$ cat src/rtl/sexpr_char_lexer_macros.svh
// Assertion macros shared by the lexer RTL.
// Each macro expects clk and arst_n to be visible at the point of use.
`ifndef SEXPR_CHAR_LEXER_MACROS_SVH
`define SEXPR_CHAR_LEXER_MACROS_SVH

// Same-cycle implication, checked outside reset.
`define SCL_ASSERT_NOW(lbl, ante, cons, msg) \
	lbl: assert property (@(posedge clk) disable iff (!arst_n) (ante) |-> (cons)) \
		else $error(msg);

// Next-cycle implication, checked outside reset.
`define SCL_ASSERT_NEXT(lbl, ante, cons, msg) \
	lbl: assert property (@(posedge clk) disable iff (!arst_n) (ante) |=> (cons)) \
		else $error(msg);

`endif

$ cat src/rtl/scl_pkg.sv
package scl_pkg;

	// Longest symbol kept, and the per-line token budget.
	localparam int MAX_LEXEME = 10;
	localparam int MAX_TOKENS = 512;

	// Result field layout: eight characters in the low word, two in the high word.
	localparam int LOW_CHARS    = 8;
	localparam int HIGH_CHARS   = 2;
	localparam int LOW_W        = 8 * LOW_CHARS;
	localparam int HIGH_W       = 8 * HIGH_CHARS;
	localparam int LEXLEN_W     = 4;
	localparam int FIELD_CHARS  = LOW_CHARS + HIGH_CHARS;
	localparam int REPORT_CHARS = (MAX_LEXEME < FIELD_CHARS) ? MAX_LEXEME : FIELD_CHARS;
	localparam int LOW_REPORT   = (REPORT_CHARS < LOW_CHARS) ? REPORT_CHARS : LOW_CHARS;

	// Pending length counts 0..MAX_LEXEME; token count counts 0..MAX_TOKENS.
	localparam int LEN_W = $clog2(MAX_LEXEME + 1);
	localparam int CNT_W = $clog2(MAX_TOKENS + 1);

	// Character codes.
	localparam logic [7:0] CHAR_LPAREN = 8'h28;
	localparam logic [7:0] CHAR_RPAREN = 8'h29;
	localparam logic [7:0] CHAR_SPACE  = 8'h20;
	localparam logic [7:0] CHAR_TAB    = 8'h09;
	localparam logic [7:0] CHAR_CR     = 8'h0D;
	localparam logic [7:0] CHAR_UPPER_A = 8'h41;
	localparam logic [7:0] CHAR_UPPER_Z = 8'h5A;
	localparam logic [7:0] CASE_BIT    = 8'h20;

	typedef enum logic [1:0] {
		KIND_SYMBOL = 2'd0,
		KIND_LPAREN = 2'd1,
		KIND_RPAREN = 2'd2
	} token_kind_t;

endpackage

$ cat src/rtl/sexpr_char_lexer.sv
// Character lexer for S-expressions: one byte per request, tokens out.
// Registered output: a byte's first token shows in the cycle after that byte.
// Throughput: one byte per cycle unless the output stalls; a paren that also ends
// a symbol yields two tokens through the single output register, holding the input.
// Reset (arst_n low, asynchronous): no pending symbol, token count zero, output empty.
`include "sexpr_char_lexer_macros.svh"

module sexpr_char_lexer (
	input  logic                  clk,
	input  logic                  arst_n,
	input  logic                  char_valid,
	output logic                  char_ready,
	input  logic [7:0]            char_code,
	input  logic                  end_marker,
	output logic                  token_valid,
	input  logic                  token_ready,
	output scl_pkg::token_kind_t  token_kind,
	output logic [63:0]           lexeme_low,
	output logic [15:0]           lexeme_high,
	output logic [3:0]            lexeme_length,
	output logic                  last_of_run
);
	import scl_pkg::*;

	// Symbol being collected. The character store has no reset: an entry is
	// only read below the current length, which covers entries written for
	// this symbol alone.
	logic [7:0]       chars_q [MAX_LEXEME];
	logic [LEN_W-1:0] pending_length_q;
	logic             pending_nonempty_q;
	logic [CNT_W-1:0] token_count_q;

	// Output register plus a one-entry hold for the paren that follows a
	// flushed symbol.
	logic             out_valid_q;
	logic             hold_valid_q;
	token_kind_t      hold_kind_q;

	logic             take_item;
	logic             is_eol;
	logic             is_lparen;
	logic             is_rparen;
	logic             is_paren;
	logic             is_space;
	logic             is_sym_char;
	logic             do_flush;
	logic             sym_emit;
	logic             paren_emit;
	logic             res_any;
	logic             res_both;
	logic [CNT_W-1:0] count_after_sym;
	logic [7:0]       char_lower;
	token_kind_t      paren_kind;
	logic [LOW_W-1:0]  sym_low;
	logic [HIGH_W-1:0] sym_high;
	logic              drain;

	// The input side waits only while the hold entry is busy, or the output
	// register is full and not being taken this cycle.
	assign char_ready  = !out_valid_q || (token_ready && !hold_valid_q);
	assign take_item   = char_valid && char_ready;
	assign token_valid = out_valid_q;
	assign drain       = out_valid_q && token_ready;

	// Byte classification. End of line overrides the byte value.
	assign is_eol      = end_marker;
	assign is_lparen   = !is_eol && (char_code == CHAR_LPAREN);
	assign is_rparen   = !is_eol && (char_code == CHAR_RPAREN);
	assign is_paren    = is_lparen || is_rparen;
	assign is_space    = !is_eol && ((char_code == CHAR_SPACE) ||
		((char_code >= CHAR_TAB) && (char_code <= CHAR_CR)));
	assign is_sym_char = !is_eol && !is_paren && !is_space;
	assign paren_kind  = is_lparen ? KIND_LPAREN : KIND_RPAREN;

	assign char_lower = ((char_code >= CHAR_UPPER_A) && (char_code <= CHAR_UPPER_Z)) ?
		(char_code | CASE_BIT) : char_code;

	// Any delimiter ends a pending symbol. The symbol is sent only while the
	// line still has token budget; the paren is checked against the count
	// after the symbol, so a symbol that uses the last slot drops the paren.
	assign do_flush        = (is_eol || is_paren || is_space) && pending_nonempty_q;
	assign sym_emit        = do_flush && (token_count_q < CNT_W'(MAX_TOKENS));
	assign count_after_sym = token_count_q + CNT_W'(sym_emit);
	assign paren_emit      = is_paren && (count_after_sym < CNT_W'(MAX_TOKENS));
	assign res_any         = sym_emit || paren_emit;
	assign res_both        = sym_emit && paren_emit;

	// Pack the pending symbol into the result words; bytes past the length
	// read as zero.
	always_comb begin
		sym_low  = '0;
		sym_high = '0;
		for (int i = 0; i < LOW_REPORT; i++) begin
			if (LEN_W'(i) < pending_length_q) begin
				sym_low[8*i +: 8] = chars_q[i];
			end
		end
		for (int i = LOW_CHARS; i < REPORT_CHARS; i++) begin
			if (LEN_W'(i) < pending_length_q) begin
				sym_high[8*(i-LOW_CHARS) +: 8] = chars_q[i];
			end
		end
	end

	// Symbol state and per-line token count.
	always_ff @(posedge clk or negedge arst_n) begin
		if (!arst_n) begin
			pending_length_q   <= '0;
			pending_nonempty_q <= 1'b0;
			token_count_q      <= '0;
		end else if (take_item) begin
			if (is_eol) begin
				token_count_q <= '0;
			end else begin
				token_count_q <= count_after_sym + CNT_W'(paren_emit);
			end
			if (do_flush) begin
				pending_length_q   <= '0;
				pending_nonempty_q <= 1'b0;
			end else if (is_sym_char) begin
				pending_nonempty_q <= 1'b1;
				// Characters past the limit mark the symbol present but are not kept.
				if (pending_length_q < LEN_W'(MAX_LEXEME)) begin
					pending_length_q <= pending_length_q + LEN_W'(1);
				end
			end
		end
	end

	// Character store, written at the current length.
	always_ff @(posedge clk) begin
		for (int i = 0; i < MAX_LEXEME; i++) begin
			if (take_item && is_sym_char && (pending_length_q == LEN_W'(i))) begin
				chars_q[i] <= char_lower;
			end
		end
	end

	// Output control. A new item is only taken when the output register is
	// empty or leaving, so loading it never overwrites an unsent token.
	always_ff @(posedge clk or negedge arst_n) begin
		if (!arst_n) begin
			out_valid_q  <= 1'b0;
			hold_valid_q <= 1'b0;
		end else if (take_item && res_any) begin
			out_valid_q  <= 1'b1;
			hold_valid_q <= res_both;
		end else if (drain) begin
			if (hold_valid_q) begin
				hold_valid_q <= 1'b0;
			end else begin
				out_valid_q <= 1'b0;
			end
		end
	end

	// Output payload. The first result is the symbol when one is sent, else
	// the paren; a held paren moves up once the symbol is taken.
	always_ff @(posedge clk) begin
		if (take_item && res_any) begin
			hold_kind_q <= paren_kind;
			if (sym_emit) begin
				token_kind    <= KIND_SYMBOL;
				lexeme_low    <= sym_low;
				lexeme_high   <= sym_high;
				lexeme_length <= LEXLEN_W'(pending_length_q);
				last_of_run   <= !paren_emit;
			end else begin
				token_kind    <= paren_kind;
				lexeme_low    <= LOW_W'(char_code);
				lexeme_high   <= '0;
				lexeme_length <= LEXLEN_W'(1);
				last_of_run   <= 1'b1;
			end
		end else if (drain && hold_valid_q) begin
			token_kind    <= hold_kind_q;
			lexeme_low    <= LOW_W'((hold_kind_q == KIND_LPAREN) ? CHAR_LPAREN : CHAR_RPAREN);
			lexeme_high   <= '0;
			lexeme_length <= LEXLEN_W'(1);
			last_of_run   <= 1'b1;
		end
	end

	// A held paren always sits behind a token in the output register.
	`SCL_ASSERT_NOW(a_hold_behind_out, hold_valid_q, out_valid_q && !char_ready,
		"held paren without an output token, or input open while holding")
	// A paren that also flushes a symbol shows the symbol first, with the paren held.
	`SCL_ASSERT_NEXT(a_double_order, take_item && res_both,
		out_valid_q && hold_valid_q && (token_kind == KIND_SYMBOL) && !last_of_run,
		"double result not ordered symbol then paren")
	// The pending flag and the stored length agree.
	`SCL_ASSERT_NOW(a_pending_len, 1'b1, pending_nonempty_q == (pending_length_q != '0),
		"pending flag and length disagree")
	// The per-line count never passes its budget.
	`SCL_ASSERT_NOW(a_count_bound, 1'b1, token_count_q <= CNT_W'(MAX_TOKENS),
		"token count beyond the line budget")

endmodule

$ cat config.mk
export PLATFORM = sky130hd
export DESIGN_NAME = sexpr_char_lexer
export DESIGN_NICKNAME = d
export VERILOG_FILES = /design/src/rtl/scl_pkg.sv /design/src/rtl/sexpr_char_lexer.sv
export VERILOG_INCLUDE_DIRS = /design/src /design/src/rtl
export SDC_FILE = /design/constraint.sdc
export NUM_CORES = 1
export LEC_CHECK = 0
export BUFFER_PORTS_ARGS = -buffer_cell sky130_fd_sc_hd__buf_4
export CORE_UTILIZATION = 57
export DETAILED_ROUTE_END_ITERATION = 12
export GPL_TIMING_DRIVEN = 0
export PLACE_DENSITY = 0.8
export SETUP_SLACK_MARGIN = 0.4
export SYNTH_ARGS = -nofsm -noshare
export SYNTH_HDL_FRONTEND = slang
export SYNTH_SLANG_ARGS = --single-unit
$ cat constraint.sdc
create_clock -name clk -period 5 [get_ports clk]
set_clock_uncertainty 0.05 [all_clocks]
set_input_delay 0.5 -clock clk [delete_from_list [all_inputs] [get_ports clk]]
set_output_delay 0.5 -clock clk [all_outputs]
set_load 0.005 [all_outputs]
# Yosys cells after proc, flatten, opt, wreduce, memory -nomap -nowiden
# Memories as Yosys holds them, arrays and structs flattened.
# Cells that the tools add are included.
[totals]
regBits = 106
ram_bits = 80
inputBits = 13
out_inout_bits = 89
wordCells = 188
n_memories = 1
[memory_table]
columns = ["memory", "depth", "word_bits", "read_ports", "rd_clocked_by_memory_dff", "wr", "line_no", "text"]
rows = [
  ["chars_q", 10, 8, 10, 0, 1, "sexpr_char_lexer.sv:28", "logic [7:0] chars_q [MAX_LEXEME];"],
]
[op_classes]
add_sub_neg = 3
magnitude_cmp = 17
n_eq_ne = 14
n_mux = 86
reduce_logical = 56
[ops]
columns = ["operator", "n"]
rows = [
  ["2-to-1 mux 64 bit", 3],
  ["2-to-1 mux 8 bit", 19],
  ["OR reduction 8 bit", 9],
  ["2-to-1 mux 4 bit", 15],
  ["2-to-1 mux 16 bit", 3],
  ["2-to-1 mux 1 bit", 40],
  ["logical AND 1 bit", 27],
  ["equality test 8 x 6 -> 1 bit, second input constant", 3],
  ["adder 10 x 1 -> 10 bit", 2],
  ["< comparator 10 bit, second input constant", 2],
  ["equality test 4 x 3 -> 1 bit, second input constant", 4],
  ["< comparator 3 x 4 -> 1 bit, first input constant", 4],
  ["2-to-1 mux 10 bit", 1],
  ["equality test 4 x 2 -> 1 bit, second input constant", 2],
  ["equality test 4 bit, second input constant", 2],
  ["greater-or-equal comparator 8 x 4 -> 1 bit, second input constant", 1],
  ["greater-or-equal comparator 8 x 7 -> 1 bit, second input constant", 1],
  ["<= comparator 8 x 4 -> 1 bit, second input constant", 1],
  ["<= comparator 8 x 7 -> 1 bit, second input constant", 1],
  ["< comparator 1 x 4 -> 1 bit, first input constant", 2],
  ["< comparator 2 x 4 -> 1 bit, first input constant", 2],
  ["< comparator 4 bit, first input constant", 2],
  ["2-to-1 mux 2 bit", 4],
  ["nonzero test 2 bit", 4],
  ["11 further kinds", 22],
]

# Longest topological paths before layout
[depth]
word_depth = 20
ltp_mapped = 16
mapped_depth_nobuf = 15

# Worst setup path before layout
# OpenSTA, ideal clock, no wires.
[synth_timing]
path_kind = "input to register"
start = "input char_code[3]"
end = "register last_of_run, enable pin"
setup_ns = 0.448
t_arrival_ns = 4.064
required_ns = 4.502
setup_slack_ns = 0.439
path_stages = 11
path_buffers = 1
cell_sequence = "clkbuf_2 > nor3b_2 > o221a_2 > a21oi_2 > inv_2 > ha_1 > nand4_1 > o31a_1 > nor3_4 > o21ai_2 > nand2_1"
[synth_between]
elab_chain_len = 13
word_cells_on_any_way = 21
classes_between = "add/sub: 1; order compare: 3; eq/ne: 3; reduce/logical: 14"
[synth_rtl]
columns = ["element", "line_no", "text"]
rows = [
  ["start, declared", "sexpr_char_lexer.sv:13", "input logic [7:0] char_code,"],
  ["greater-or-equal comparator 8 x 4 -> 1 bit (tied with other cells)", "sexpr_char_lexer.sv:71", "((char_code >= CHAR_TAB) && (char_code <= CHAR_CR)));"],
  ["logical AND 1 bit, on equally long branches", "sexpr_char_lexer.sv:71, sexpr_char_lexer.sv:67, sexpr_char_lexer.sv:68", ""],
  ["logical OR 1 bit, on equally long branches", "sexpr_char_lexer.sv:70, sexpr_char_lexer.sv:69", ""],
  ["logical AND 1 bit / logical OR 1 bit (equally long branches)", "sexpr_char_lexer.sv:70, sexpr_char_lexer.sv:81", ""],
  ["logical OR 1 bit", "sexpr_char_lexer.sv:81", "assign do_flush = (is_eol || is_paren || is_space) && pending_nonempty_q;"],
  ["logical AND 1 bit", "sexpr_char_lexer.sv:81", ""],
  ["logical AND 1 bit", "sexpr_char_lexer.sv:82", "assign sym_emit = do_flush && (token_count_q < CNT_W'(MAX_TOKENS));"],
  ["adder 10 x 1 -> 10 bit", "sexpr_char_lexer.sv:83", "assign count_after_sym = token_count_q + CNT_W'(sym_emit);"],
  ["< comparator 10 bit", "sexpr_char_lexer.sv:84", "assign paren_emit = is_paren && (count_after_sym < CNT_W'(MAX_TOKENS));"],
  ["logical AND 1 bit", "sexpr_char_lexer.sv:84", ""],
  ["logical OR 1 bit (*)", "sexpr_char_lexer.sv:85", "assign res_any = sym_emit || paren_emit;"],
  ["logical AND 1 bit (*)", "sexpr_char_lexer.sv:160", "if (take_item && res_any) begin"],
  ["nonzero test 2 bit (no source line) (*)", "-", ""],
  ["end signal, assigned", "sexpr_char_lexer.sv:167", "last_of_run <= !paren_emit;"],
  ["end, declared", "sexpr_char_lexer.sv:21", "output logic last_of_run"],
]
# Every way passes the cells marked *; elsewhere a longest branch is shown, timed or not.
# A chain may end at the register's enable or synchronous reset.

# Worst setup path after layout
[layout_timing]
start = "input char_code[3]"
end = "register token_count_q[6]"
[layout_between]
elab_chain_len = 12
word_cells_on_any_way = 20
classes_between = "add/sub: 2; order compare: 3; eq/ne: 3; mux: 1; reduce/logical: 11"
[layout_rtl]
columns = ["element", "line_no", "text"]
rows = [
  ["greater-or-equal comparator 8 x 4 -> 1 bit (tied with other cells)", "sexpr_char_lexer.sv:71", ""],
  ["logical AND 1 bit, on equally long branches", "sexpr_char_lexer.sv:71, sexpr_char_lexer.sv:67, sexpr_char_lexer.sv:68", ""],
  ["logical OR 1 bit, on equally long branches", "sexpr_char_lexer.sv:70, sexpr_char_lexer.sv:69", ""],
  ["logical AND 1 bit / logical OR 1 bit (equally long branches)", "sexpr_char_lexer.sv:70, sexpr_char_lexer.sv:81", ""],
  ["logical OR 1 bit", "sexpr_char_lexer.sv:81", ""],
  ["logical AND 1 bit", "sexpr_char_lexer.sv:81", ""],
  ["logical AND 1 bit", "sexpr_char_lexer.sv:82", ""],
  ["adder 10 x 1 -> 10 bit", "sexpr_char_lexer.sv:83", ""],
  ["< comparator 10 bit", "sexpr_char_lexer.sv:84", ""],
  ["logical AND 1 bit", "sexpr_char_lexer.sv:84", ""],
  ["adder 10 x 1 -> 10 bit (*)", "sexpr_char_lexer.sv:115", "token_count_q <= count_after_sym + CNT_W'(paren_emit);"],
  ["2-to-1 mux 10 bit (*)", "sexpr_char_lexer.sv:112", "if (is_eol) begin"],
  ["end signal, assigned", "sexpr_char_lexer.sv:115", ""],
  ["end, declared", "sexpr_char_lexer.sv:31", "logic [CNT_W-1:0] token_count_q;"],
]
# Marked as above.

==> qor_table.md <==
| Item | Value |
|:---|:---|
| Run status | finished, final reports clean |
| Setup repair after global routing missed its margin | no |
| Number of synthesized register bits | 186 |
| Library cells used by synthesis | 63 |
| Number of flops mapped to enable cells by yosys | 169 |
| Number of placed I/O pins | 102 |
| Fraction of layout instances using a drive strength above 1 | 0.267 |
| Synth Flop Type | sky130_fd_sc_hd__edfxtp_1 |
| Net Count, Synth | 518 |
| Latest clock arrival within the worst-skew pair | 0.42 ns |
| Number of instances resized during post-cts repair | 0 |
| Required arrival time at the worst endpoint | 5.27 ns |
| Antenna diode count | 0 |
| Count of synthesis-stage warnings from yosys | 0 |
| Number of vias in the routed layout | 4,575 |
| Final Routed Wirelength | 14.6 mm |
| Starting utilization of the core area | 0.592 |
| Gate count of the mapped netlist | 497 |
| Total count of hold-check failures in the final report | 0 |
| Max Fanout on Critical Path | 11 |
| Number of levels in the clock H-tree | 4 |
| Total power density per cell area | 375 nW/um2 |
| Root buf cell | sky130_fd_sc_hd__clkbuf_16 |
| WL/cell | 18.2 um |
| TritonCTS clock tree | yes |
| Cell type contributing the most total cell area after synthesis | sky130_fd_sc_hd__edfxtp_1 |
| Initial drt markers | 443 |
| Share of power burned in the clock network | 0.377 |
| Power spent charging and discharging nets | 807 uW |
| Area growth syn-to-layout | 21.1% |
| Leakage Power | 3.38 nW |
| Most numerous cell types in the synthesized netlist | sky130_fd_sc_hd__edfxtp_1, sky130_fd_sc_hd__and2_1, sky130_fd_sc_hd__nand2_1 |
| Power, Total | 3.42 mW |
| Max VDD drop | 0.000188 V |
| Detail Route Antenna Nets | 0 |
| Category of the worst setup path capture point | flip-flop |
| Worst setup path category | in2reg |
| Startpoint type of the worst setup path | input port |
| # placed instances | 770 |
| Combined area of all synthesized cells | 7530 um2 |
| Setup Slack @ Placement | 0.647 ns |
| Final max-slew violation count | 0 |
| Crit path arrival time | 4.32 ns |
| Number of antenna violations at the first check in global routing | 0 |
| Share of total power consumed by net switching | 0.236 |
| Layout Nets | 639 |
| Number of setup violations in the final report | 0 |
| Vias in the first global route | 4,181 |
| Final clock period utilization by the worst path | 0.809 |
| Overall routing resource usage | 0.222 |
| Number of buffers on the longest clock path | 2 |
| Count leader, synth | sky130_fd_sc_hd__edfxtp_1 |
| Comb power frac | 0.091 |
| Die outline area | 13,700 um2 |
| Post-route setup slack | 0.953 ns |
| Vias per inst | 5.70 |
| IO Port Bufs | 100 |
| Final Instance Count excl. Fillers | 802 |
| Buffers inserted by post-CTS timing repair | 0 |
| Cell Rows | 41 |
| Average instance area after synthesis | 15.1 um2 |
| Share of synthesized flip-flops with an asynchronous set or reset | 0.0914 |
| Total internal power | 2.61 mW |
| # Max-Cap Violations | 0 |
| Minimum clock period | 4.05 ns |
| Number of buffers created by CTS | 17 |
| Detailed placer's ending HPWL | 9.59 mm |
| Placeable core region | 12,700 um2 |
| Die X-Extent | 117 um |
| Overflow left after global routing | 0 |
| Detailed-route DRC error count | 0 |
| Clock transition at the register clock pins on the worst setup and hold paths after CTS | 0.06 ns |
| Top cells by area, synth | sky130_fd_sc_hd__edfxtp_1, sky130_fd_sc_hd__dfrtp_1, sky130_fd_sc_hd__and2_1 |
| Min-Delay Path Class | in2reg |
| Proportion of netlist area held by the largest area contributor | 0.674 |
| Part of the Yosys area used for sequential elements | 0.731 |
| Highest attainable clock frequency | 247 MHz |
| CTS sink count | 186 |
| Reg power frac | 0.532 |
| Die Y-Extent | 117 um |
| Worst slew margin relative to its limit | 0.235 |
| DRT Pass-1 Iters | 5 |
| Maximum number of pins on one net before global-route repair | 72 |
| Global-route wire length before repair | 21.6 mm |
| Least-Margin Pin Slew | 1.14 ns |
| Final GP Congestion | 1.02 |
| Post-layout utilization of the core | 0.717 |
## through the flow
step / hold slack, ns / area [um2] / setup TNS, ns
3_3_place_gp: 0.329 / 8490 / -49.96
4_1_cts: 0.267 / 9110 / 0
3_5_place_dp: 0.341 / 8530 / 0
2_1_floorplan: 0.154 / 7530 / 0
5_1_grt: 0.300 / 9120 / 0
6_report: 0.307 / 9120 / 0
## cell usage in the layout (no fill, tap or decap), types with 5 or more instances in the layout
cell / instances
sky130_fd_sc_hd__clkbuf_16: 17
sky130_fd_sc_hd__dfrtp_1: 17
sky130_fd_sc_hd__and2_1: 59
sky130_fd_sc_hd__nor2b_1: 6
sky130_fd_sc_hd__nand2_1: 33
sky130_fd_sc_hd__and3_1: 27
sky130_fd_sc_hd__ha_1: 8
sky130_fd_sc_hd__nor3_1: 11
sky130_fd_sc_hd__o21ai_0: 13
sky130_fd_sc_hd__edfxtp_1: 169
sky130_fd_sc_hd__clkbuf_1: 5
sky130_fd_sc_hd__buf_4: 102
sky130_fd_sc_hd__nand3_1: 9
sky130_fd_sc_hd__nor2_1: 20
sky130_fd_sc_hd__a21oi_1: 13
sky130_fd_sc_hd__inv_1: 12
## power by group through the flow
stage                     logic (mW)  clock network (mW)  registers (mW)
final                          0.311                1.29            1.82
after global routing           0.341                1.37            1.82
after CTS                      0.308                1.30            1.82
after detailed placement       0.306                   0            1.85
after global placement         0.290                   0            1.85
after floorplan                0.182                   0            1.84
## per-layer routing
| layer | vias up | wire length [um] | global-route usage |
|---|---|---|---|
| met1 | 2218 | 5610 | 0.267 |
| met5 | - | 0 | 0 |
| met2 | 213 | 7720 | 0.388 |
| met4 | 0 | 280 | 0.0920 |
| met3 | 29 | 949 | 0.0520 |
| li1 | 2115 | - | - |
## final timing paths
kind / start / end / slack (ns) / cells after the start
worst min register to register: chars_q[4][5]$_DFFE_PP_ / lexeme_low[37]$_SDFFCE_PP0P_ / 0.46 / 1
max in group asynchronous: arst_n / pending_length_q[3]$_DFFE_PN0P_ / 4.25 / 2
worst min-delay path: char_valid / token_valid$_DFFE_PN0P_ / 0.31 / 3
worst max register to register: token_count_q[9]$_DFFE_PN0P_ / token_count_q[6]$_DFFE_PN0P_ / 1.08 / 15
worst max-delay path: char_code[3] / token_count_q[6]$_DFFE_PN0P_ / 0.95 / 17
min in group asynchronous: arst_n / token_count_q[1]$_DFFE_PN0P_ / 0.44 / 2
## kinds of logic after synthesis
kind of cell / after synthesis / synth area share
compound gates: 79 / 0.0854
xor+xnor: 4 / 0.00466
fa+ha+maj: 8 / 0.0133
buf+inv: 27 / 0.0153
flops: 186 / 0.731
simple gates: 193 / 0.151
## area by class of cell
class	count	area (um2)
Multi-Input combinational cell	284	1930
Inverter	15	56.3
Clock buffer	17	425
Timing Repair Buffer	102	788
Sequential cell	186	5500
Buffer	12	58.8
Clock inverter	14	146
Tap cell	172	215
Fill cell	819	3610
## worst max-delay path, stage by stage
cell,delay [ns]
sky130_fd_sc_hd__buf_4,0.20
sky130_fd_sc_hd__clkbuf_2,0.22
sky130_fd_sc_hd__nor3b_2,0.26
sky130_fd_sc_hd__o221a_2,0.30
sky130_fd_sc_hd__a21oi_2,0.10
sky130_fd_sc_hd__inv_2,0.09
sky130_fd_sc_hd__ha_1,0.20
sky130_fd_sc_hd__nand4_1,0.18
sky130_fd_sc_hd__o31a_1,0.32
sky130_fd_sc_hd__nor3_4,0.26
sky130_fd_sc_hd__ha_1,0.30
sky130_fd_sc_hd__ha_1,0.34
sky130_fd_sc_hd__nand2_1,0.10
sky130_fd_sc_hd__a211oi_2,0.32
sky130_fd_sc_hd__o21ai_1,0.16
sky130_fd_sc_hd__a2111o_1,0.38
sky130_fd_sc_hd__o311ai_1,0.08
## repair_timing
item,CTS,global route
hold buffers,1,0
endpoints found under the hold margin,17,0
setup endpoints to repair,0,0
## sequential cells by signal (all words and copies together) (netlist names)
signal,count
pending_nonempty_q,1
last_of_run,1
lexeme_length,4
lexeme_low,64
chars_q,80
lexeme_high,16
token_kind,2
token_valid,1
token_count_q,10
hold_kind_q,2
hold_valid_q,1
pending_length_q,4
Note: power is estimated with default switching activity, not from simulation.
